==> config.mk <==
export PLATFORM = sky130hd
export DESIGN_NAME = rx_byte_ring_with_line_extract_unit
export DESIGN_NICKNAME = d
export VERILOG_FILES = /design/src/hw/rtl/rxbr_pkg.sv /design/src/hw/rtl/rxbr_ram.sv /design/src/hw/rtl/rxbr_ctrl.sv /design/src/hw/rtl/rxbr_datapath.sv /design/src/hw/rtl/rx_byte_ring_with_line_extract_unit.sv
export SDC_FILE = /design/constraint.sdc
export NUM_CORES = 2
export LEC_CHECK = 0
export ABC_AREA = 1
export BUFFER_PORTS_ARGS = -buffer_cell sky130_fd_sc_hd__buf_2
export CORE_MARGIN = 2
export CORE_UTILIZATION = 40
export CTS_CLUSTER_DIAMETER = 120
export DETAILED_ROUTE_END_ITERATION = 16
export SYNTH_ARGS = -nofsm -noshare
export SYNTH_HDL_FRONTEND = slang
export SYNTH_SLANG_ARGS = --single-unit
==> constraint.sdc <==
create_clock -name clk_i -period 5.3 [get_ports clk_i]
set_input_delay 0.265 -clock clk_i [delete_from_list [all_inputs] [get_ports clk_i]]
set_output_delay 0.265 -clock clk_i [all_outputs]
set_load 0.01 [all_outputs]
==> src/hw/rtl/rxbr_pkg.sv <==
// Shared types and constants for the receive byte ring with line extraction.
// Used by the controller, the datapath and the top level; depends on nothing.
package rxbr_pkg;

  localparam int LEN_W  = 7;
  localparam int DATA_W = 8;
  localparam int HELD_W = 8;

  typedef enum logic [1:0] {
    OP_PUSH      = 2'd0,
    OP_READ      = 2'd1,
    OP_READ_LINE = 2'd2,
    OP_QUERY     = 2'd3
  } opcode_e;

  typedef enum logic [1:0] {
    RS_BYTE    = 2'd0,
    RS_STORED  = 2'd1,
    RS_DROPPED = 2'd2,
    RS_NONE    = 2'd3
  } status_e;

  // Controller to datapath
  typedef struct packed {
    logic capture;    // take the accepted beat into the work registers
    logic setup;      // load the burst length, clear the byte counter
    logic push;       // store the byte and present the push result
    logic resp;       // present a status-only result
    logic rd_issue;   // read the store
    logic scan_addr;  // read at read index plus byte counter
    logic emit;       // present the fetched byte and advance the read index
    logic sc_next;    // step the scan to the next stored byte
    logic sc_hit;     // delimiter found: turn the scan length into a burst
  } cmd_t;

  // Datapath to controller
  typedef struct packed {
    opcode_e op;
    logic    n_zero;
    logic    k_eq_n;
    logic    hit;
    logic    emit_last;
    logic    out_free;
  } sts_t;

endpackage

==> src/hw/rtl/rxbr_ram.sv <==
// Generic simple dual-port RAM with registered read data.
// No package dependencies; used for the byte store.
module rxbr_ram #(
  parameter int WIDTH = 8,
  parameter int DEPTH = 256
) (
  input  logic                     clk_i,
  input  logic                     we_i,
  input  logic [$clog2(DEPTH)-1:0] waddr_i,
  input  logic [WIDTH-1:0]         wdata_i,
  input  logic                     re_i,
  input  logic [$clog2(DEPTH)-1:0] raddr_i,
  output logic [WIDTH-1:0]         rdata_o
);

  logic [WIDTH-1:0] mem_q [DEPTH];
  logic [WIDTH-1:0] rdata_q;

  always_ff @(posedge clk_i) begin
    if (we_i) begin
      mem_q[waddr_i] <= wdata_i;
    end
    if (re_i) begin
      rdata_q <= mem_q[raddr_i];
    end
  end

  assign rdata_o = rdata_q;

endmodule

==> src/hw/rtl/rxbr_ctrl.sv <==
// Sequencer for the receive byte ring: decodes each beat and steps the
// datapath through push, status, burst read and delimiter scan. Uses rxbr_pkg.
module rxbr_ctrl (
  input  logic           clk_i,
  input  logic           rst_ni,
  input  logic           in_valid_i,
  output logic           in_stall_o,
  input  rxbr_pkg::sts_t sts_i,
  output rxbr_pkg::cmd_t cmd_o
);

  typedef enum logic [7:0] {
    S_IDLE    = 8'b0000_0001,
    S_DECODE  = 8'b0000_0010,
    S_PUSH    = 8'b0000_0100,
    S_RESP    = 8'b0000_1000,
    S_RD_ADDR = 8'b0001_0000,
    S_RD_DATA = 8'b0010_0000,
    S_SC_ADDR = 8'b0100_0000,
    S_SC_CHK  = 8'b1000_0000
  } state_e;

  state_e state_q, state_d;

  always_comb begin
    state_d    = state_q;
    cmd_o      = '0;
    in_stall_o = 1'b1;
    unique case (state_q)
      S_IDLE: begin
        in_stall_o = 1'b0;
        if (in_valid_i) begin
          cmd_o.capture = 1'b1;
          state_d       = S_DECODE;
        end
      end
      S_DECODE: begin
        cmd_o.setup = 1'b1;
        unique case (sts_i.op)
          rxbr_pkg::OP_PUSH:      state_d = S_PUSH;
          rxbr_pkg::OP_QUERY:     state_d = S_RESP;
          rxbr_pkg::OP_READ:      state_d = sts_i.n_zero ? S_RESP : S_RD_ADDR;
          rxbr_pkg::OP_READ_LINE: state_d = sts_i.n_zero ? S_RESP : S_SC_ADDR;
          default:                state_d = S_RESP;
        endcase
      end
      S_PUSH: begin
        if (sts_i.out_free) begin
          cmd_o.push = 1'b1;
          state_d    = S_IDLE;
        end
      end
      S_RESP: begin
        if (sts_i.out_free) begin
          cmd_o.resp = 1'b1;
          state_d    = S_IDLE;
        end
      end
      S_RD_ADDR: begin
        cmd_o.rd_issue = 1'b1;
        state_d        = S_RD_DATA;
      end
      S_RD_DATA: begin
        // hold the fetched byte until the output register frees up
        if (sts_i.out_free) begin
          cmd_o.emit = 1'b1;
          state_d    = sts_i.emit_last ? S_IDLE : S_RD_ADDR;
        end
      end
      S_SC_ADDR: begin
        // scan window exhausted: no delimiter, or the line is too long
        if (sts_i.k_eq_n) begin
          state_d = S_RESP;
        end else begin
          cmd_o.rd_issue  = 1'b1;
          cmd_o.scan_addr = 1'b1;
          state_d         = S_SC_CHK;
        end
      end
      S_SC_CHK: begin
        if (sts_i.hit) begin
          cmd_o.sc_hit = 1'b1;
          state_d      = S_RD_ADDR;
        end else begin
          cmd_o.sc_next = 1'b1;
          state_d       = S_SC_ADDR;
        end
      end
      default: state_d = S_IDLE;
    endcase
  end

  always_ff @(posedge clk_i or negedge rst_ni) begin
    if (!rst_ni) begin
      state_q <= S_IDLE;
    end else begin
      state_q <= state_d;
    end
  end

  a_result_needs_slot: assert property (@(posedge clk_i) disable iff (!rst_ni)
    (cmd_o.push || cmd_o.resp || cmd_o.emit) |-> sts_i.out_free)
    else $error("result loaded while output register busy");

  a_push_returns_idle: assert property (@(posedge clk_i) disable iff (!rst_ni)
    (cmd_o.push || cmd_o.resp) |=> !in_stall_o)
    else $error("controller not idle after single-result beat");

  a_hit_starts_burst: assert property (@(posedge clk_i) disable iff (!rst_ni)
    cmd_o.sc_hit |=> cmd_o.rd_issue && !cmd_o.scan_addr)
    else $error("delimiter hit did not start burst read");

endmodule

==> src/hw/rtl/rxbr_datapath.sv <==
// Datapath of the receive byte ring: indices, byte store, scan counter and
// the output register. Uses rxbr_pkg and rxbr_ram; driven by rxbr_ctrl.
module rxbr_datapath #(
  parameter int RING_DEPTH = 256,
  parameter int MAX_BURST  = 64
) (
  input  logic                         clk_i,
  input  logic                         rst_ni,
  input  rxbr_pkg::cmd_t               cmd_i,
  output rxbr_pkg::sts_t               sts_o,
  input  logic [1:0]                   opcode_i,
  input  logic [rxbr_pkg::DATA_W-1:0]  byte_in_i,
  input  logic [rxbr_pkg::LEN_W-1:0]   max_len_i,
  input  logic [rxbr_pkg::DATA_W-1:0]  delim_i,
  input  logic                         out_stall_i,
  output logic                         out_valid_o,
  output logic [rxbr_pkg::DATA_W-1:0]  data_byte_o,
  output logic                         last_o,
  output logic [1:0]                   status_o,
  output logic [rxbr_pkg::HELD_W-1:0]  bytes_held_o
);

  localparam int IDX_W = $clog2(RING_DEPTH);
  localparam int LW    = rxbr_pkg::LEN_W;
  localparam int DW    = rxbr_pkg::DATA_W;
  localparam int HW    = rxbr_pkg::HELD_W;
  localparam int NW    = (IDX_W > LW) ? IDX_W : LW;
  localparam int CW    = (IDX_W > HW) ? IDX_W : HW;
  localparam logic [LW-1:0] BURST = LW'(MAX_BURST);

  function automatic logic [HW-1:0] sat_held(input logic [IDX_W-1:0] c);
    logic [CW-1:0] ce;
    ce = CW'(c);
    return (ce > CW'({HW{1'b1}})) ? {HW{1'b1}} : ce[HW-1:0];
  endfunction

  rxbr_pkg::opcode_e op_q;
  logic [DW-1:0]     byte_q, delim_q;
  logic [LW-1:0]     limit_q, n_q, k_q;
  logic [IDX_W-1:0]  rd_q, wr_q;

  logic                out_valid_q;
  logic [DW-1:0]       out_data_q;
  logic                out_last_q;
  rxbr_pkg::status_e   out_status_q;
  logic [HW-1:0]       out_held_q;

  logic [IDX_W-1:0] count, wr_inc, rd_after_push, raddr;
  logic             full_push;
  logic [NW-1:0]    count_n, limit_n, n_sel;
  logic [LW-1:0]    n_w, k_inc;
  logic [DW-1:0]    rdata;
  logic             out_free, load;

  assign count         = wr_q - rd_q;
  assign wr_inc        = wr_q + IDX_W'(1);
  assign full_push     = (wr_inc == rd_q);
  assign rd_after_push = full_push ? rd_q + IDX_W'(1) : rd_q;

  assign count_n = NW'(count);
  assign limit_n = NW'(limit_q);
  assign n_sel   = (count_n < limit_n) ? count_n : limit_n;
  assign n_w     = n_sel[LW-1:0];
  assign k_inc   = k_q + LW'(1);

  assign out_free = !out_valid_q || !out_stall_i;
  assign load     = cmd_i.push || cmd_i.resp || cmd_i.emit;
  assign raddr    = cmd_i.scan_addr ? rd_q + IDX_W'(k_q) : rd_q;

  rxbr_ram #(
    .WIDTH (DW),
    .DEPTH (RING_DEPTH)
  ) u_store (
    .clk_i   (clk_i),
    .we_i    (cmd_i.push),
    .waddr_i (wr_q),
    .wdata_i (byte_q),
    .re_i    (cmd_i.rd_issue),
    .raddr_i (raddr),
    .rdata_o (rdata)
  );

  always_comb begin
    sts_o.op        = op_q;
    sts_o.n_zero    = (n_w == '0);
    sts_o.k_eq_n    = (k_q == n_q);
    sts_o.hit       = (rdata == delim_q);
    sts_o.emit_last = (k_inc == n_q);
    sts_o.out_free  = out_free;
  end

  // Work registers of the current beat
  always_ff @(posedge clk_i) begin
    if (cmd_i.capture) begin
      op_q    <= rxbr_pkg::opcode_e'(opcode_i);
      byte_q  <= byte_in_i;
      delim_q <= delim_i;
      limit_q <= (max_len_i > BURST) ? BURST : max_len_i;
    end
    if (cmd_i.setup) begin
      n_q <= n_w;
    end else if (cmd_i.sc_hit) begin
      n_q <= k_inc;
    end
  end

  always_ff @(posedge clk_i or negedge rst_ni) begin
    if (!rst_ni) begin
      wr_q <= '0;
      rd_q <= '0;
      k_q  <= '0;
    end else begin
      if (cmd_i.push) begin
        wr_q <= wr_inc;
        rd_q <= rd_after_push;
      end else if (cmd_i.emit) begin
        rd_q <= rd_q + IDX_W'(1);
      end
      if (cmd_i.setup || cmd_i.sc_hit) begin
        k_q <= '0;
      end else if (cmd_i.emit || cmd_i.sc_next) begin
        k_q <= k_inc;
      end
    end
  end

  always_ff @(posedge clk_i or negedge rst_ni) begin
    if (!rst_ni) begin
      out_valid_q <= 1'b0;
    end else if (load) begin
      out_valid_q <= 1'b1;
    end else if (!out_stall_i) begin
      out_valid_q <= 1'b0;
    end
  end

  always_ff @(posedge clk_i) begin
    if (cmd_i.push) begin
      out_data_q   <= '0;
      out_last_q   <= 1'b1;
      out_status_q <= full_push ? rxbr_pkg::RS_DROPPED : rxbr_pkg::RS_STORED;
      out_held_q   <= sat_held(wr_inc - rd_after_push);
    end else if (cmd_i.resp) begin
      out_data_q   <= '0;
      out_last_q   <= 1'b1;
      out_status_q <= rxbr_pkg::RS_NONE;
      out_held_q   <= sat_held(count);
    end else if (cmd_i.emit) begin
      out_data_q   <= rdata;
      out_last_q   <= (k_inc == n_q);
      out_status_q <= rxbr_pkg::RS_BYTE;
      out_held_q   <= sat_held(count - IDX_W'(1));
    end
  end

  assign out_valid_o  = out_valid_q;
  assign data_byte_o  = out_data_q;
  assign last_o       = out_last_q;
  assign status_o     = out_status_q;
  assign bytes_held_o = out_held_q;

  a_emit_in_window: assert property (@(posedge clk_i) disable iff (!rst_ni)
    (cmd_i.emit || cmd_i.sc_hit || cmd_i.sc_next) |-> (k_q < n_q))
    else $error("byte counter outside burst or scan window");

  a_emit_not_empty: assert property (@(posedge clk_i) disable iff (!rst_ni)
    cmd_i.emit |-> (count != '0))
    else $error("byte emitted from empty ring");

  a_load_shows: assert property (@(posedge clk_i) disable iff (!rst_ni)
    load |=> out_valid_q)
    else $error("loaded result not presented");

endmodule

==> src/hw/rtl/rx_byte_ring_with_line_extract_unit.sv <==
// Top level of the receive byte ring with line extraction.
// Joins rxbr_ctrl and rxbr_datapath; uses rxbr_pkg.
//
// Input channel: one beat carries opcode, byte_in, max_len and delim. A push
// stores a byte (dropping the oldest when the ring already holds
// RING_DEPTH-1 bytes); a read returns up to max_len of the oldest bytes
// (max_len capped at MAX_BURST); a line read returns the bytes up to and
// including the first delimiter; a query reports the fill.
// Output channel: one beat per delivered byte with last on the final one,
// otherwise a single status beat. bytes_held saturates at 255.
// Timing: push, query and empty reads pass through the decode state and load
// their result into the output register once it is free, then return to idle.
// Reads deliver each byte by a store read, then the output load; the next store read waits for that load.
// A line read first scans the stored bytes one by one, a store read and a
// compare each, up to the smaller of the fill and the capped max_len.
// The next input beat is taken once the sequencer is back to idle; the last
// result may still wait in the output register meanwhile.
// Output stall: the output register holds its beat and the sequencer waits.
// Reset: the ring reads empty, both channels idle; stored data is not cleared.
module rx_byte_ring_with_line_extract_unit #(
  parameter int RING_DEPTH = 256,
  parameter int MAX_BURST  = 64
) (
  input  logic                        clk_i,
  input  logic                        rst_ni,
  input  logic                        in_valid_i,
  output logic                        in_stall_o,
  input  logic [1:0]                  opcode_i,
  input  logic [rxbr_pkg::DATA_W-1:0] byte_in_i,
  input  logic [rxbr_pkg::LEN_W-1:0]  max_len_i,
  input  logic [rxbr_pkg::DATA_W-1:0] delim_i,
  output logic                        out_valid_o,
  input  logic                        out_stall_i,
  output logic [rxbr_pkg::DATA_W-1:0] data_byte_o,
  output logic                        last_o,
  output logic [1:0]                  status_o,
  output logic [rxbr_pkg::HELD_W-1:0] bytes_held_o
);

  rxbr_pkg::cmd_t cmd;
  rxbr_pkg::sts_t sts;

  rxbr_ctrl u_ctrl (
    .clk_i      (clk_i),
    .rst_ni     (rst_ni),
    .in_valid_i (in_valid_i),
    .in_stall_o (in_stall_o),
    .sts_i      (sts),
    .cmd_o      (cmd)
  );

  rxbr_datapath #(
    .RING_DEPTH (RING_DEPTH),
    .MAX_BURST  (MAX_BURST)
  ) u_datapath (
    .clk_i        (clk_i),
    .rst_ni       (rst_ni),
    .cmd_i        (cmd),
    .sts_o        (sts),
    .opcode_i     (opcode_i),
    .byte_in_i    (byte_in_i),
    .max_len_i    (max_len_i),
    .delim_i      (delim_i),
    .out_stall_i  (out_stall_i),
    .out_valid_o  (out_valid_o),
    .data_byte_o  (data_byte_o),
    .last_o       (last_o),
    .status_o     (status_o),
    .bytes_held_o (bytes_held_o)
  );

endmodule
* After elaboration in Yosys (flattened, before gate mapping)
Memories as Yosys holds them, arrays and structs flattened. A register that Yosys moved wholly into a read port is not among the register bits. Index checks and enable logic that the tools add are counted.
Storage, ports and cells: RAM bits 2048, output and inout port bits 21, latch bits 0, memories 1, ROM bits 0, logic and storage cells 109, bits in registers 83
Operators by class: div/mod/pow operators 0, multipliers 0, mux-type cells 47, reductions and logical operators 16, add/sub/neg operators 7, $lt $le $gt $ge 5, shift operators 0, equal/unequal tests 19, bitwise logic cells 0
Memory list:
- u_datapath.u_store.mem_q | words 256, bits a word 8, rd ports 1, clocked after Yosys merged registers in 1, wr ports 1, line rxbr_ram.sv:16 | logic [WIDTH-1:0] mem_q [DEPTH];
Operators with widths (number):
- $mux W8 | 14
- $pmux W8 S7 | 1
- $mux W7 | 7
- $pmux W8 S4 | 1
- $gt A8 B8 Y1 const B | 3
- $add A8 B1 Y8 const B | 2
- $eq A8 B8 Y1 | 2
- $sub A8 B8 Y8 | 2
- $mux W1 | 15
- $eq A7 B7 Y1 | 2
- $mux W2 | 6
- $mux W5 | 2
- $add A8 B7 Y8 | 1
- $eq A8 B1 Y1 const B | 1
- $eq A8 B2 Y1 const B | 1
- $eq A8 B3 Y1 const B | 1
- $eq A8 B4 Y1 const B | 1
- $eq A8 B5 Y1 const B | 1
- $eq A8 B6 Y1 const B | 1
- $eq A8 B7 Y1 const B | 1
- $eq A8 B8 Y1 const B | 1
- $lt A8 B7 Y1 | 1
- $sub A8 B1 Y8 const B | 1
- $add A7 B1 Y7 const B | 1
- 14 further kinds | 25

* Depth between registers and ports, before layout
depth after elaboration 7, gate-level depth with buffers 28

* Cells and area by module
From an unflattened synthesis, not the netlist that was laid out.
Unflattened totals: cells, all modules 7709, area, all modules 89138.0 µm²
Modules (own cells, without submodules):
- rxbr_ram | cells an instance 7003, instances 1, area an instance 83476.3 µm², seq. area each 61739.2 µm²
- rxbr_datapath | cells an instance 612, instances 1, area an instance 5008.6 µm², seq. area each 2042.0 µm²
- rxbr_ctrl | cells an instance 94, instances 1, area an instance 653.1 µm², seq. area each 201.4 µm²

* Least setup slack after synthesis
OpenSTA, ideal clock, no wires.
kind reg-to-reg, start register u_datapath.byte_q[0], end memory u_datapath.u_store.mem_q[0][0] (data pin), data required time 4.483 ns, path slack 1.254 ns, setup time 0.817 ns, arrival time 3.228 ns, stages on the path, launching flop included 1, path through edfxtp_1
RTL lines:
- start, declared | line rxbr_datapath.sv:38 | logic [DW-1:0] byte_q, delim_q;
- start signal, assigned | line rxbr_datapath.sv:96 | byte_q <= byte_in_i;
- end, declared | line rxbr_ram.sv:16
Straight into the memory's write port.

* Worst setup path in the final report
start register u_datapath.wr_q[1], end register u_datapath.out_held_q[7], in the netlist u_datapath.bytes_held_o[7] (data pin)
Between the ends: word-level cells in the longest chain between the ends 7
Ends and longest elaborated chain:
- start, declared | line rxbr_datapath.sv:40 | logic [IDX_W-1:0] rd_q, wr_q;
- start signal, assigned | line rxbr_datapath.sv:114 | wr_q <= wr_inc;
- $add A8 B1 Y8 or $sub A8 B8 Y8 (tied branches) | line rxbr_datapath.sv:56, rxbr_datapath.sv:55
- $eq A8 B8 Y1 or $sub A8 B1 Y8 (tied branches) | line rxbr_datapath.sv:57, rxbr_datapath.sv:152
- $mux W8 or $gt A8 B8 Y1 (tied branches) | line rxbr_datapath.sv:58, rxbr_datapath.sv:34
- $sub A8 B8 Y8 or $mux W8 (tied branches) | line rxbr_datapath.sv:142, rxbr_datapath.sv:34
- $gt A8 B8 Y1 or $mux W8 (tied branches) | line rxbr_datapath.sv:34, rxbr_datapath.sv:148
- $mux W8, on equally long branches | line rxbr_datapath.sv:34, rxbr_datapath.sv:143
- $mux W8 (*) | line rxbr_datapath.sv:138 | if (cmd_i.push) begin
- end signal, assigned | line rxbr_datapath.sv:142 | out_held_q <= sat_held(wr_inc - rd_after_push);
- end signal, assigned | line rxbr_datapath.sv:147 | out_held_q <= sat_held(count);
- end signal, assigned | line rxbr_datapath.sv:152 | out_held_q <= sat_held(count - IDX_W'(1));
- end, declared | line rxbr_datapath.sv:46 | logic [HW-1:0] out_held_q;
Every way passes the cells marked *; elsewhere a longest branch is shown, timed or not. The select of a mux whose other input is x is not followed. A chain may end at the register's enable or synchronous reset.

==> metrics.txt <==
TritonCTS Sinks=2139; Post-Syn Nets=9296; largest net degree at the start of global routing=179; CP max-delay cell=dfrtp_1; share of cells above drive strength 1=5.979%; Total Power=51.47 mW; RSZ-0062 raised after global routing=false; Synth Area in Adders=0.5125%; Synth area leaders=edfxtp_1, nand2_1, nand3_1; antenna viol nets, final=0; fin crit period=4.477 ns; CP Depth=25; LEAKAGE=43.06 nW; CTS Buffer Depth=3; final hold vios=0; post-synth top area share=66.51%; worst hold path class=input port to async pin; Setup Viol. Count Final=0; total grt overflow=0; slew margin rel.=6.039%; Slew Limit Fails=0; Cell Area, Placed=98580 µm²; Net count, final=9284; die width=490.6 µm; complex-gate fraction of the synthesized area=1.367%; WL/cell=20.80 µm; outcome=finished clean; initial antenna violation count=8; slowest cell delay on critical path=0.45 ns; number of synthesized flops with an enable pin=2098; proportion of synthesized area in mux cells=0.03170%; Buf/Inv on CP=4; Port Buf Inserts=49; area leader, netlist=edfxtp_1; Num CTS Buffers=212; Crit Path Category=flop to flop; CP endpoint=u_datapath.bytes_held_o[7]$_DFFE_PP_; Post-Synth XOR/XNOR Area=0.4715%; Top FF cell, synth=edfxtp_1; Clock Skew=0.02524 ns; die area=240700 µm²; reg2reg start=u_datapath.wr_q[1]$_DFFE_PN0P_; largest family of logic cells by synthesized area=simple AND/OR/NAND/NOR gates; drt pass-1 iters=5; initial detailed-routing violation count=7374; drt drc=0; gr usage total=21.17%; synthesis-to-finish area growth=11.36%; r2r setup slk=0.82 ns; Initial Util=40.24%; Skew-Pair Late Insertion Delay=0.86 ns; share of the yosys chip area belonging to registers=67.54%; post-cts sizing count=0; CP endpoint kind=flop; htree depth=4; Critical Path Start=u_datapath.wr_q[1]$_DFFE_PN0P_; Syn Inst Count=9230; Reg2Reg Depth=25; CTS tree=built; Core Area=235400 µm²; DR vias/cell=5.127; first-pass GRT wire length=389.1 mm; most common cell after layout, fill and taps aside=nand2_1; Fillers=21977; Seq cells post-synth=2139; Netlist cell types=43; crit-path leading delay family=simple AND/OR/NAND/NOR gates; most frequent cells in the layout=nand2_1, edfxtp_1, nand3_1; fmax=0.2233 GHz; Worst Tran Pin Value=1.404 ns; Critical Path AT=5.16 ns; setup_tns=0 ns; IO Pins=50; row cnt=178; clk slew on worst S/H paths=0.07 ns; syn_area_per_cell=10.26 µm²; root buf cell=clkbuf_16; Power Density=487.9 nW/µm²; final wirelength=261.0 mm; cell area after synthesis=94730 µm²; Final HPWL DP=148.4 mm; most frequent CP cell=nand2_1; fin crit share=84.48%; Worst R2R End=u_datapath.bytes_held_o[7]$_DFFE_PP_; Die Y-Extent=490.6 µm; crit-path max FO=16; Peak VDD IR=0.0003602 V; RePlAce Congestion=0.9008; Worst setup SP type=flop; routed vias=64350; number of global-route vias before repair=61025; design area=105500 µm²; post-synthesis simple-gate area fraction=21.10%; Async S/R FF share, synth=1.496%; Synth Warn #=0; Crit path required time=5.99 ns; Max-cap violations=0
worst min path at each step:
| stage | endpoint | slack, ns | cells past startpoint |
|---|---|---|---|
| 6_report | u_datapath.out_valid_o$_DFFE_PN0P_ | 0.06 | 2 |
| 5_1_grt | u_datapath.out_valid_o$_DFFE_PN0P_ | 0.08 | 2 |
| 4_1_cts | u_ctrl.state_q[6]$_DFFE_PN0P_ | 0.05 | 2 |
| 3_5_place_dp | u_datapath.out_valid_o$_DFFE_PN0P_ | 0.39 | 1 |
| 3_3_place_gp | u_datapath.out_valid_o$_DFFE_PN0P_ | 0.40 | 1 |
| 2_1_floorplan | u_ctrl.state_q[1]$_DFFE_PN0P_ | -0.03 | 0 |
state kept, by name, indices dropped and copies added, names as in the netlist, 7 cells and up:
signal and count:
u_datapath.delim_q 8, u_datapath.rd_q 8, u_datapath.u_store.rdata_o 8, u_ctrl.state_q 8, u_datapath.k_q 7, u_datapath.u_store.mem_q 2048, u_datapath.bytes_held_o 8, u_datapath.wr_q 8
u_datapath.limit_q 7, u_datapath.data_byte_o 8, u_datapath.n_q 7, u_datapath.byte_q 8
synth_stat cells (all sizes together) (22+ instances only):
cell type	n
a21oi	22
buf	413
clkbuf	78
dfrtp	31
edfxtp	2098
ha	34
inv	1586
nand2	2546
nand3	1772
nor2	341
o211ai	49
o21ai	133
xor2	43
cell type report:
type	count	area, µm²	area share (%)
sequential	2139	63980	60.65
multi-input combinational	5014	22400	21.23
inverter	1586	5963	5.653
clock buffer	284	5722	5.424
tap	3150	3941	3.736
timing repair buffer	265	2623	2.486
clock inverter	111	860.8	0.8160
antenna	1	2.502	0.002372
cell families after synthesis:
family | Yosys count
adders and majority gates | 37
buffers and inverters | 2077
DFF | 2139
muxes | 3
and+or+nand+nor | 4699
xor gates and xnor gates | 51
AOI/OAI and AO/OA | 224
layer usage:
metal / GRT usage (%) / vias to the layer above / share of wire (%)
met3: 3.545 / 451 / 7.9
li1: - / 30196 / -
met5: 0 / - / 0
met4: 6.799 / 0 / 3.2
met2: 33.44 / 2524 / 46
met1: 29.79 / 31179 / 43
per-stage QoR:
stage          hold WS [ns]  instances  util (%)  worst slack [ns]
4_1_cts             0.04547      12549     44.81            0.8309
5_1_grt             0.08347      12550     44.81            0.2249
3_3_place_gp         0.4001      12122     41.88            0.5524
6_report            0.06205      12550     44.81            0.8226
3_5_place_dp         0.3935      12122     41.88            0.8477
2_1_floorplan      -0.03059       9230         -             1.254
what timing repair did:
item / CTS / global route
buffers inserted: 0 / 0
endpoints found under the hold margin: 64 / 0
hold buffers: 32 / 0
power breakdown:
group	internal [mW]	leakage [nW]	switching (mW)
combinational	4.57	20.5	12.3
sequential	19.8	19.3	0.244
clock	8.09	3.22	6.47
total	32.5	43.1	19.0
(Power assumes the default switching activity.)
